===== src/mfe_pkg.sv =====
// ----------------------------------------------------------------------------
// mfe_pkg: shared types and constants of the meter frame encoder
// Frame marks, configuration register indexes, queue entry and the
// back-end sequencing phases.
// ----------------------------------------------------------------------------
`default_nettype none

package mfe_pkg;

  // frame marks
  localparam logic [7:0] START_MARK  = 8'h68;
  localparam logic [7:0] DATA_OFFSET = 8'h33;
  localparam logic [7:0] END_MARK    = 8'h16;
  localparam logic [7:0] LEADER_BYTE = 8'hFE;

  // configuration
  localparam int         ADDR_W      = 48;
  localparam int         PRE_W       = 3;
  localparam int         CFG_IDX_W   = 1;
  localparam logic [PRE_W-1:0] MAX_LEADERS   = 3'd4;
  localparam logic [PRE_W-1:0] PREAMBLE_RST  = 3'd4;
  localparam logic [2:0]       LAST_ADDR_IDX = 3'd5;

  localparam logic [CFG_IDX_W-1:0] CFG_STATION_ADDR   = 1'b0;
  localparam logic [CFG_IDX_W-1:0] CFG_PREAMBLE_COUNT = 1'b1;

  // queue between front and back
  localparam int QUEUE_DEPTH = 2;

  // position of a body byte inside its frame
  typedef enum logic [1:0] {
    POS_CTRL,
    POS_LEN,
    POS_DATA
  } pos_t;

  // classified body item
  typedef struct packed {
    logic       first;
    logic [7:0] data;
    logic       last;
  } entry_t;

  // back-end emission phases
  typedef enum logic [2:0] {
    PH_NEW,
    PH_LEAD,
    PH_SOF1,
    PH_ADDR,
    PH_SOF2,
    PH_BODY,
    PH_SUM,
    PH_EOF
  } phase_t;

endpackage

`default_nettype wire


===== src/mfe_if.sv =====
// ----------------------------------------------------------------------------
// body_if / frame_if: valid-ready channels of the meter frame encoder
// Body bytes come in on body_if, frame bytes leave on frame_if.
// ----------------------------------------------------------------------------
`default_nettype none

interface body_if;
  logic       valid;
  logic       ready;
  logic [7:0] body_byte;
  logic       is_last;

  modport source (output valid, output body_byte, output is_last, input ready);
  modport sink   (input valid, input body_byte, input is_last, output ready);
endinterface

interface frame_if;
  logic       valid;
  logic       ready;
  logic [7:0] frame_byte;
  logic       frame_end;

  modport source (output valid, output frame_byte, output frame_end, input ready);
  modport sink   (input valid, input frame_byte, input frame_end, output ready);
endinterface

`default_nettype wire


===== src/mfe_front.sv =====
// ----------------------------------------------------------------------------
// mfe_front: body item intake
// Tracks the position of each body byte in its frame, applies the data
// offset and pushes classified items into the queue.
// ----------------------------------------------------------------------------
`default_nettype none

module mfe_front (
  input  wire logic            clk,
  input  wire logic            rst,
  body_if.sink                 body,
  input  wire logic            q_ready,
  output logic                 push,
  output mfe_pkg::entry_t      push_entry
);

  mfe_pkg::pos_t pos;
  mfe_pkg::pos_t pos_next;

  // accept whenever the queue has room
  assign body.ready = q_ready;
  assign push       = body.valid && q_ready;

  // classify the byte and offset data bytes
  always_comb begin
    push_entry.first = (pos == mfe_pkg::POS_CTRL);
    push_entry.last  = body.is_last;
    if (pos == mfe_pkg::POS_DATA) begin
      push_entry.data = body.body_byte + mfe_pkg::DATA_OFFSET;
    end else begin
      push_entry.data = body.body_byte;
    end
  end

  // position advance, last mark restarts the frame
  always_comb begin
    pos_next = pos;
    if (push) begin
      if (body.is_last) begin
        pos_next = mfe_pkg::POS_CTRL;
      end else begin
        case (pos)
          mfe_pkg::POS_CTRL: pos_next = mfe_pkg::POS_LEN;
          mfe_pkg::POS_LEN:  pos_next = mfe_pkg::POS_DATA;
          mfe_pkg::POS_DATA: pos_next = mfe_pkg::POS_DATA;
          default:           pos_next = mfe_pkg::POS_CTRL;
        endcase
      end
    end
  end

  always_ff @(posedge clk) begin
    if (rst) begin
      pos <= mfe_pkg::POS_CTRL;
    end else begin
      pos <= pos_next;
    end
  end

endmodule

`default_nettype wire


===== src/mfe_queue.sv =====
// ----------------------------------------------------------------------------
// mfe_queue: short item queue between front and back
// Circular buffer of classified items with a fill count.
// ----------------------------------------------------------------------------
`default_nettype none

module mfe_queue #(
  parameter int DEPTH = mfe_pkg::QUEUE_DEPTH
) (
  input  wire logic            clk,
  input  wire logic            rst,
  input  wire logic            push,
  input  wire mfe_pkg::entry_t push_entry,
  output logic                 ready,
  input  wire logic            pop,
  output logic                 head_valid,
  output mfe_pkg::entry_t      head
);

  localparam int AW = (DEPTH > 1) ? $clog2(DEPTH) : 1;
  localparam int CW = $clog2(DEPTH + 1);
  localparam logic [AW-1:0] LAST_PTR = AW'(DEPTH - 1);
  localparam logic [CW-1:0] FULL_CNT = CW'(DEPTH);

  mfe_pkg::entry_t slots [DEPTH];
  logic [AW-1:0]   wr_ptr;
  logic [AW-1:0]   rd_ptr;
  logic [CW-1:0]   count;

  assign ready      = (count != FULL_CNT);
  assign head_valid = (count != '0);
  assign head       = slots[rd_ptr];

  // slot write
  always_ff @(posedge clk) begin
    if (push) begin
      slots[wr_ptr] <= push_entry;
    end
  end

  // pointers and fill count
  always_ff @(posedge clk) begin
    if (rst) begin
      wr_ptr <= '0;
      rd_ptr <= '0;
      count  <= '0;
    end else begin
      if (push) begin
        wr_ptr <= (wr_ptr == LAST_PTR) ? '0 : wr_ptr + AW'(1);
      end
      if (pop) begin
        rd_ptr <= (rd_ptr == LAST_PTR) ? '0 : rd_ptr + AW'(1);
      end
      if (push && !pop) begin
        count <= count + CW'(1);
      end else if (pop && !push) begin
        count <= count - CW'(1);
      end
    end
  end

endmodule

`default_nettype wire


===== src/mfe_back.sv =====
// ----------------------------------------------------------------------------
// mfe_back: frame byte sequencer
// Expands each queued item into its frame bytes: header ahead of the first
// body byte, checksum and end mark after the last, one byte per cycle into
// an output register while the output is not stalled.
// ----------------------------------------------------------------------------
`default_nettype none

module mfe_back (
  input  wire logic                          clk,
  input  wire logic                          rst,
  input  wire logic                          head_valid,
  input  wire mfe_pkg::entry_t               head,
  output logic                               pop,
  input  wire logic [mfe_pkg::ADDR_W-1:0]    station_addr,
  input  wire logic [mfe_pkg::PRE_W-1:0]     preamble_count,
  frame_if.source                            frame
);

  mfe_pkg::phase_t phase;
  mfe_pkg::phase_t phase_next;
  mfe_pkg::phase_t cur;
  logic [2:0]      cnt;
  logic [2:0]      cnt_next;
  logic [7:0]      sum;
  logic [7:0]      sum_next;
  logic [mfe_pkg::PRE_W-1:0] lead;
  logic            fire;
  logic [7:0]      byte_sel;
  logic            end_sel;
  logic            summed;

  logic            out_valid;
  logic [7:0]      out_byte;
  logic            out_end;

  // leader count saturates
  assign lead = (preamble_count > mfe_pkg::MAX_LEADERS) ? mfe_pkg::MAX_LEADERS
                                                         : preamble_count;

  // a new item enters its first phase without a bubble
  always_comb begin
    cur = phase;
    if (phase == mfe_pkg::PH_NEW) begin
      if (!head.first) begin
        cur = mfe_pkg::PH_BODY;
      end else if (lead != '0) begin
        cur = mfe_pkg::PH_LEAD;
      end else begin
        cur = mfe_pkg::PH_SOF1;
      end
    end
  end

  assign fire = head_valid && (!out_valid || frame.ready);

  // byte selection, next phase and pop
  always_comb begin
    byte_sel   = head.data;
    end_sel    = 1'b0;
    summed     = 1'b0;
    phase_next = phase;
    cnt_next   = cnt;
    pop        = 1'b0;
    case (cur)
      mfe_pkg::PH_LEAD: begin
        byte_sel = mfe_pkg::LEADER_BYTE;
        if (cnt == lead - 3'd1) begin
          phase_next = mfe_pkg::PH_SOF1;
          cnt_next   = '0;
        end else begin
          phase_next = mfe_pkg::PH_LEAD;
          cnt_next   = cnt + 3'd1;
        end
      end
      mfe_pkg::PH_SOF1: begin
        byte_sel   = mfe_pkg::START_MARK;
        summed     = 1'b1;
        phase_next = mfe_pkg::PH_ADDR;
      end
      mfe_pkg::PH_ADDR: begin
        byte_sel = station_addr[{cnt, 3'b000} +: 8];
        summed   = 1'b1;
        if (cnt == mfe_pkg::LAST_ADDR_IDX) begin
          phase_next = mfe_pkg::PH_SOF2;
          cnt_next   = '0;
        end else begin
          cnt_next   = cnt + 3'd1;
        end
      end
      mfe_pkg::PH_SOF2: begin
        byte_sel   = mfe_pkg::START_MARK;
        summed     = 1'b1;
        phase_next = mfe_pkg::PH_BODY;
      end
      mfe_pkg::PH_BODY: begin
        byte_sel = head.data;
        summed   = 1'b1;
        if (head.last) begin
          phase_next = mfe_pkg::PH_SUM;
        end else begin
          phase_next = mfe_pkg::PH_NEW;
          pop        = fire;
        end
      end
      mfe_pkg::PH_SUM: begin
        byte_sel   = sum;
        phase_next = mfe_pkg::PH_EOF;
      end
      mfe_pkg::PH_EOF: begin
        byte_sel   = mfe_pkg::END_MARK;
        end_sel    = 1'b1;
        phase_next = mfe_pkg::PH_NEW;
        pop        = fire;
      end
      default: begin
        phase_next = mfe_pkg::PH_NEW;
      end
    endcase
    if (!fire) begin
      phase_next = phase;
      cnt_next   = cnt;
    end
  end

  // checksum restarts at the first start mark
  always_comb begin
    sum_next = sum;
    if (fire && summed) begin
      sum_next = ((cur == mfe_pkg::PH_SOF1) ? 8'h00 : sum) + byte_sel;
    end
  end

  always_ff @(posedge clk) begin
    if (rst) begin
      phase <= mfe_pkg::PH_NEW;
      cnt   <= '0;
      sum   <= '0;
    end else begin
      phase <= phase_next;
      cnt   <= cnt_next;
      sum   <= sum_next;
    end
  end

  // output register
  always_ff @(posedge clk) begin
    if (rst) begin
      out_valid <= 1'b0;
    end else if (fire) begin
      out_valid <= 1'b1;
    end else if (frame.ready) begin
      out_valid <= 1'b0;
    end
  end

  always_ff @(posedge clk) begin
    if (fire) begin
      out_byte <= byte_sel;
      out_end  <= end_sel;
    end
  end

  assign frame.valid      = out_valid;
  assign frame.frame_byte = out_byte;
  assign frame.frame_end  = out_end;

endmodule

`default_nettype wire


===== src/meter_frame_encoder.sv =====
// ----------------------------------------------------------------------------
// meter_frame_encoder: meter reply frame builder
// Wraps a stream of body bytes in preamble, start marks, address, checksum
// and end mark.
// ----------------------------------------------------------------------------
//  channel   dir   handshake        payload
//  body      in    valid / ready    body_byte[7:0], is_last
//  frame     out   valid / ready    frame_byte[7:0], frame_end
//  cfg       in    cfg_we           cfg_index[0], cfg_data[47:0]
//
//  A body byte is taken every cycle while the item queue has room.
//  The back sequencer emits one frame byte per cycle unless the output stalls:
//  header bytes before a control byte, checksum and end mark after a last one.
//  The queue of QUEUE_DEPTH items absorbs the header burst.
//  Reset is synchronous; no clearing pass. Output stalls hold the register.
// ----------------------------------------------------------------------------
`default_nettype none

module meter_frame_encoder #(
  parameter int QUEUE_DEPTH = mfe_pkg::QUEUE_DEPTH
) (
  input  wire logic                            clk,
  input  wire logic                            rst,
  body_if.sink                                 body,
  frame_if.source                              frame,
  input  wire logic                            cfg_we,
  input  wire logic [mfe_pkg::CFG_IDX_W-1:0]   cfg_index,
  input  wire logic [mfe_pkg::ADDR_W-1:0]      cfg_data
);

  logic [mfe_pkg::ADDR_W-1:0] station_addr;
  logic [mfe_pkg::PRE_W-1:0]  preamble_count;

  logic            q_ready;
  logic            push;
  mfe_pkg::entry_t push_entry;
  logic            pop;
  logic            head_valid;
  mfe_pkg::entry_t head;

  // configuration registers
  always_ff @(posedge clk) begin
    if (rst) begin
      station_addr   <= '0;
      preamble_count <= mfe_pkg::PREAMBLE_RST;
    end else if (cfg_we) begin
      case (cfg_index)
        mfe_pkg::CFG_STATION_ADDR:   station_addr   <= cfg_data;
        mfe_pkg::CFG_PREAMBLE_COUNT: preamble_count <= cfg_data[mfe_pkg::PRE_W-1:0];
        default: ;
      endcase
    end
  end

  mfe_front u_front (
    .clk        (clk),
    .rst        (rst),
    .body       (body),
    .q_ready    (q_ready),
    .push       (push),
    .push_entry (push_entry)
  );

  mfe_queue #(
    .DEPTH (QUEUE_DEPTH)
  ) u_queue (
    .clk        (clk),
    .rst        (rst),
    .push       (push),
    .push_entry (push_entry),
    .ready      (q_ready),
    .pop        (pop),
    .head_valid (head_valid),
    .head       (head)
  );

  mfe_back u_back (
    .clk            (clk),
    .rst            (rst),
    .head_valid     (head_valid),
    .head           (head),
    .pop            (pop),
    .station_addr   (station_addr),
    .preamble_count (preamble_count),
    .frame          (frame)
  );

`ifndef NO_ASSERTIONS
  // the closing byte is always the end mark
  a_end_mark: assert property (@(posedge clk) disable iff (rst)
    frame.valid && frame.frame_end |-> frame.frame_byte == mfe_pkg::END_MARK)
    else $error("frame end flag on a byte other than the end mark");

  // an accepted item is visible at the queue head next cycle
  a_push_seen: assert property (@(posedge clk) disable iff (rst)
    body.valid && body.ready |=> head_valid)
    else $error("accepted item not in queue");

  // a queued item stays until the back pops it
  a_no_loss: assert property (@(posedge clk) disable iff (rst)
    head_valid && !pop |=> head_valid)
    else $error("queued item lost without pop");
`endif

endmodule

`default_nettype wire


===== src/flat_wrapper.sv =====
// flat-port wrapper written by rule: the top's interface ports become plain ports
module meter_frame_encoder_flat 
#(
  parameter int QUEUE_DEPTH = mfe_pkg::QUEUE_DEPTH
)
  (clk, rst, cfg_we, cfg_index, cfg_data, body_valid, body_body_byte, body_is_last, body_ready, frame_valid, frame_frame_byte, frame_frame_end, frame_ready);
  body_if body_i ();
  frame_if frame_i ();
  input  wire logic clk;
  input  wire logic rst;
  input  wire logic cfg_we;
  input  wire logic [mfe_pkg::CFG_IDX_W-1:0] cfg_index;
  input  wire logic [mfe_pkg::ADDR_W-1:0] cfg_data;
  input wire logic [$bits(body_i.valid)-1:0] body_valid;
  input wire logic [$bits(body_i.body_byte)-1:0] body_body_byte;
  input wire logic [$bits(body_i.is_last)-1:0] body_is_last;
  output wire logic [$bits(body_i.ready)-1:0] body_ready;
  output wire logic [$bits(frame_i.valid)-1:0] frame_valid;
  output wire logic [$bits(frame_i.frame_byte)-1:0] frame_frame_byte;
  output wire logic [$bits(frame_i.frame_end)-1:0] frame_frame_end;
  input wire logic [$bits(frame_i.ready)-1:0] frame_ready;
  assign body_i.valid = body_valid;
  assign body_i.body_byte = body_body_byte;
  assign body_i.is_last = body_is_last;
  assign body_ready = body_i.ready;
  assign frame_valid = frame_i.valid;
  assign frame_frame_byte = frame_i.frame_byte;
  assign frame_frame_end = frame_i.frame_end;
  assign frame_i.ready = frame_ready;
  meter_frame_encoder #(.QUEUE_DEPTH(QUEUE_DEPTH)) u_core (.clk(clk), .rst(rst), .body(body_i), .frame(frame_i), .cfg_we(cfg_we), .cfg_index(cfg_index), .cfg_data(cfg_data));
endmodule

===== config.mk =====
export PLATFORM = sky130hd
export DESIGN_NAME = meter_frame_encoder_flat
export DESIGN_NICKNAME = d
export VERILOG_FILES = /design/src/mfe_pkg.sv /design/src/mfe_if.sv /design/src/mfe_front.sv /design/src/mfe_queue.sv /design/src/mfe_back.sv /design/src/meter_frame_encoder.sv /design/src/flat_wrapper.sv
export SDC_FILE = /design/constraint.sdc
export NUM_CORES = 1
export LEC_CHECK = 0
export BUFFER_PORTS_ARGS = -buffer_cell sky130_fd_sc_hd__buf_2
export CAP_MARGIN = 10
export CORE_UTILIZATION = 34
export CTS_CLUSTER_DIAMETER = 200
export DETAILED_ROUTE_END_ITERATION = 10
export PLACE_DENSITY_LB_ADDON = 0.25
export SLEW_MARGIN = 20
export SYNTH_ARGS = -nofsm -noshare
export SYNTH_HDL_FRONTEND = slang
export SYNTH_SLANG_ARGS = --single-unit

===== constraint.sdc =====
create_clock -name clk -period 3.9 [get_ports clk]
set_input_delay 0.195 -clock clk [delete_from_list [all_inputs] [get_ports clk]]
set_output_delay 0.195 -clock clk [all_outputs]
set_load 0.02 [all_outputs]

==> run summary <==
- register share of total power: 0.381
- number of DRC markers in iteration 0: 221
- library cell used as clock root buffer: sky130_fd_sc_hd__clkbuf_16
- cell row count: 44
- count of inserted antenna diode cells: 0
- number of gates resized after cts: 0
- Crit path largest cell delay: 530 ps
- residual overflow from global routing: 0
- cell leakage power: 2.24 nW
- hold_sp: cfg_data[14]
- fraction of layout instances using a drive strength above 1: 0.198
- via count of the first global-routing pass: 3890
- average cell area after synthesis: 9.16 um^2
- met3 Usage GRT: 0.0334
- Vias per Instance: 4.99
- largest family of logic cells by synthesized area: simple AND/OR/NAND/NOR gates
- CP Cell Sequence: buf_8, mux4_2, a211oi_1, nor3b_1, nor3_2, a21oi_1, ha_1, nand3_1, o211ai_1, o41ai_2, and4_4, or4_1, a31oi_1
- number of clock buffers inserted by TritonCTS: 9
- detailed-router iteration count before antenna repair: 4
- Fin Setup TNS: 0 ps
- path depth of the worst reg2reg path: 13
- layout overhead on the synthesized area: 17.2%
- number of failing hold endpoints at the final stage: 0
- sequential-to-total area share from yosys stat: 0.464
- register area: 2330 um^2
- NetSw: 1.31 mW
- simple-gate area share of the yosys netlist: 0.185
- cell internal power dissipation: 2.45 mW
- clock power share: 0.244
- sum of net half-perimeters after detailed placement: 8.66 mm
- crit path setup slack, layout: 283 ps
- Seq cells post-synth: 102
- data arrival time of the critical path: 3890 ps
- area of the mapped netlist: 5030 um^2
- final critical-path required period: 3620 ps
- number of antenna violations at the first check in global routing: 0
- gr usage total: 0.166
- Adder-Cell Fraction of Synth Area: 0.0438
- number of flops mapped to enable cells by yosys: 29
- worst setup slack for register-to-register paths: 280 ps
- wirelength, routed: 11.7 mm
- Netlist cell types: 56
- height of the die: 124 um
- net count of the mapped netlist: 629
- post-detailed-placement cell area: 5560 um^2
- Synth warnings: 0
- maximum vdd drop: 0.234 mV
- top cell types by occurrence after synthesis: sky130_fd_sc_hd__nand2_1 (114), sky130_fd_sc_hd__a21oi_1 (73), sky130_fd_sc_hd__dfxtp_1 (73), sky130_fd_sc_hd__nor2_1 (32), sky130_fd_sc_hd__edfxtp_1 (29)
- reg2reg end: u_core.u_back.sum[7]
- required time at the worst-slack endpoint: 4170 ps
- worst-margin pin slew: 851 ps
- crit path launch type: register
- worst hold path class: in -> reg
- largest clock skew in the final design: 8.03 ps
- CTS clk-pin slew, worst paths: 70 ps
- Die W: 124 um
- Post-Place Setup Slack: 170 ps
- post-synthesis compound-gate area fraction: 0.150
- Core ar.: 14500 um^2
- area of the multi-input gates: 2510 um^2
- drt drc: 0
- Total Die Area: 15300 um^2
- share of the synthesized area in the top cell type: 0.290
- destination of the worst hold path: u_core.station_addr[14]
- IO Count: 74
- wire length of the first global-routing pass: 19.3 mm
- number of fill cells: 1450
- post-synthesis mux area share: 0.0868
- post-synthesis async set-or-reset flop share: 0
- largest area contributor in the synthesized netlist: sky130_fd_sc_hd__dfxtp_1
- largest net degree at the start of global routing: 49
- gate count of the mapped netlist: 549
- RD Place Congestion: 0.874
- Max Freq: 0.276 GHz
- busiest layer in global routing: met2
- switching share of power: 0.348
- number of clock sinks seen by CTS: 102
- master of the slowest instance on the critical path: sky130_fd_sc_hd__mux4_2
- leading cell types by total area after synthesis: sky130_fd_sc_hd__dfxtp_1 (29%), sky130_fd_sc_hd__edfxtp_1 (17%), sky130_fd_sc_hd__nand2_1 (8.5%)
- net count of the finished layout: 693
- starting density of the core: 0.347
- total of hold buffers inserted after clock tree synthesis: 0
- maximum buffer depth of the clock tree: 2
- final worst path period share: 0.928
- Post CTS Setup Buffer Count: 0
- critical path peak fanout: 14
- met1 Resource Use GR: 0.226
- power density of the placed cells: 637 nW/um^2
- Max Transition Viols Final: 0
- clock network latency to the later pin of the worst-skew pair: 350 ps
- fraction of synthesized cell area in xor and xnor cells: 0.0296
- critical path endpoint category: register
- critical path class: reg -> reg
- most common flop cell mapped by yosys: sky130_fd_sc_hd__dfxtp_1
- share of power burned in combinational logic: 0.375
- worst hold slack: 79.1 ps
- Wirelength per Cell: 14.6 um
- relative slew slack: 0.431
- most frequently used cell type in the post-synthesis netlist: sky130_fd_sc_hd__nand2_1
- total of max-cap violations: 0
- r2r startpoint: u_core.u_back.cnt[0]
- CTS tree: built
- number of vias after detailed routing: 3997
- final setup violation count: 0
- Hold Path Cell Cnt: 3
- level count of the clock H-tree: 3
- Finished Cell Area: 5900 um^2
- post-route ant nets: 0
- Port Buffers: 73
- met2 routing resource usage after global routing: 0.246
- run status: completed
- setup repair after global routing missed its margin: false
## cell type report
cell class,count,area share
clock buffers,12,0.0452
clock inverters,3,0.00700
flip-flops and latches,102,0.396
inverters,16,0.0102
well taps,184,0.0390
repair buffers,84,0.0772
multi-input cells,400,0.426
## sequential cells by signal, indices dropped and copies added, names as in the netlist, 2 cells and up, named ones only
signal and cells:
u_core.u_back.sum 8, u_core.u_queue.count 2, u_core.u_front.pos 2, u_core.preamble_count 3, u_core.u_queue.slots 20, u_core.u_back.phase 3
u_core.u_back.cnt 3, u_core.station_addr 48, u_core.u_back.frame.frame_byte 8
## cells in the final DEF, fill, tap and decap left out, types with 10 or more instances in the layout
master / synthesis / layout
sky130_fd_sc_hd__inv_1: 16 / 16
sky130_fd_sc_hd__buf_2: 2 / 73
sky130_fd_sc_hd__nor2_1: 32 / 32
sky130_fd_sc_hd__nand2_1: 114 / 114
sky130_fd_sc_hd__edfxtp_1: 29 / 29
sky130_fd_sc_hd__buf_4: 1 / 10
sky130_fd_sc_hd__ha_1: 16 / 16
sky130_fd_sc_hd__dfxtp_1: 73 / 72
sky130_fd_sc_hd__o21ai_0: 24 / 24
sky130_fd_sc_hd__a21oi_1: 73 / 73
sky130_fd_sc_hd__mux2i_1: 23 / 23
## worst max-delay path: cells and delay by family, from the launching register on
kind                     cells  cell delay, ps
AO/OA/AOI/OAI                5             970
adder cells (fa/ha/maj)      1             390
buffers and inverters        1             190
flip-flops                   1             360
multiplexers                 1             530
AND/OR/NAND/NOR              5            1100
## cell families (layout without fill, tap and decap cells)
| kind of cell | Yosys count | in the layout |
|---|---|---|
| adders and majority gates | 17 | 17 |
| muxes | 33 | 33 |
| xor gates and xnor gates | 17 | 17 |
| and+or+nand+nor | 204 | 204 |
| buffers and inverters | 47 | 115 |
| AOI/OAI and AO/OA | 129 | 129 |
| DFF | 102 | 102 |
## per-layer routing
metal  wire length [um]  up-vias
met2               5280       81
met3                421       27
met1               5640     1860
met4                384        0
met5                  0        -
li1                   -     2029
## power by group through the flow
stage	registers [mW]	logic [mW]	clock network, mW
finish	1.43	1.41	0.919
global route	1.46	1.57	0.986
CTS	1.43	1.38	0.949
detailed placement	1.45	1.37	0
global placement	1.45	1.36	0
floorplan	1.47	0.996	0
## through the flow
stage | util | power, mW | std cells
4_1_cts | 0.406 | 3.76 | 801
5_1_grt | 0.407 | 4.01 | 801
2_1_floorplan | - | 2.46 | 549
3_3_place_gp | 0.384 | 2.81 | 786
6_report | 0.407 | 3.76 | 801
3_5_place_dp | 0.384 | 2.83 | 786
## worst max-delay path by stage
stage	to	from	cells past startpoint	slack, ps
floorplan	u_core.u_back.sum[7]	u_core.u_back.cnt[0]	15	410
global placement	u_core.u_back.sum[7]	u_core.u_back.cnt[0]	13	280
detailed placement	u_core.u_back.sum[7]	u_core.u_back.cnt[0]	13	170
CTS	u_core.u_back.sum[7]	u_core.preamble_count[2]	14	120
global route	u_core.u_back.sum[7]	u_core.preamble_count[2]	14	10
finish	u_core.u_back.sum[7]	u_core.u_back.cnt[0]	13	280
Power figures use the tool's default switching activity.
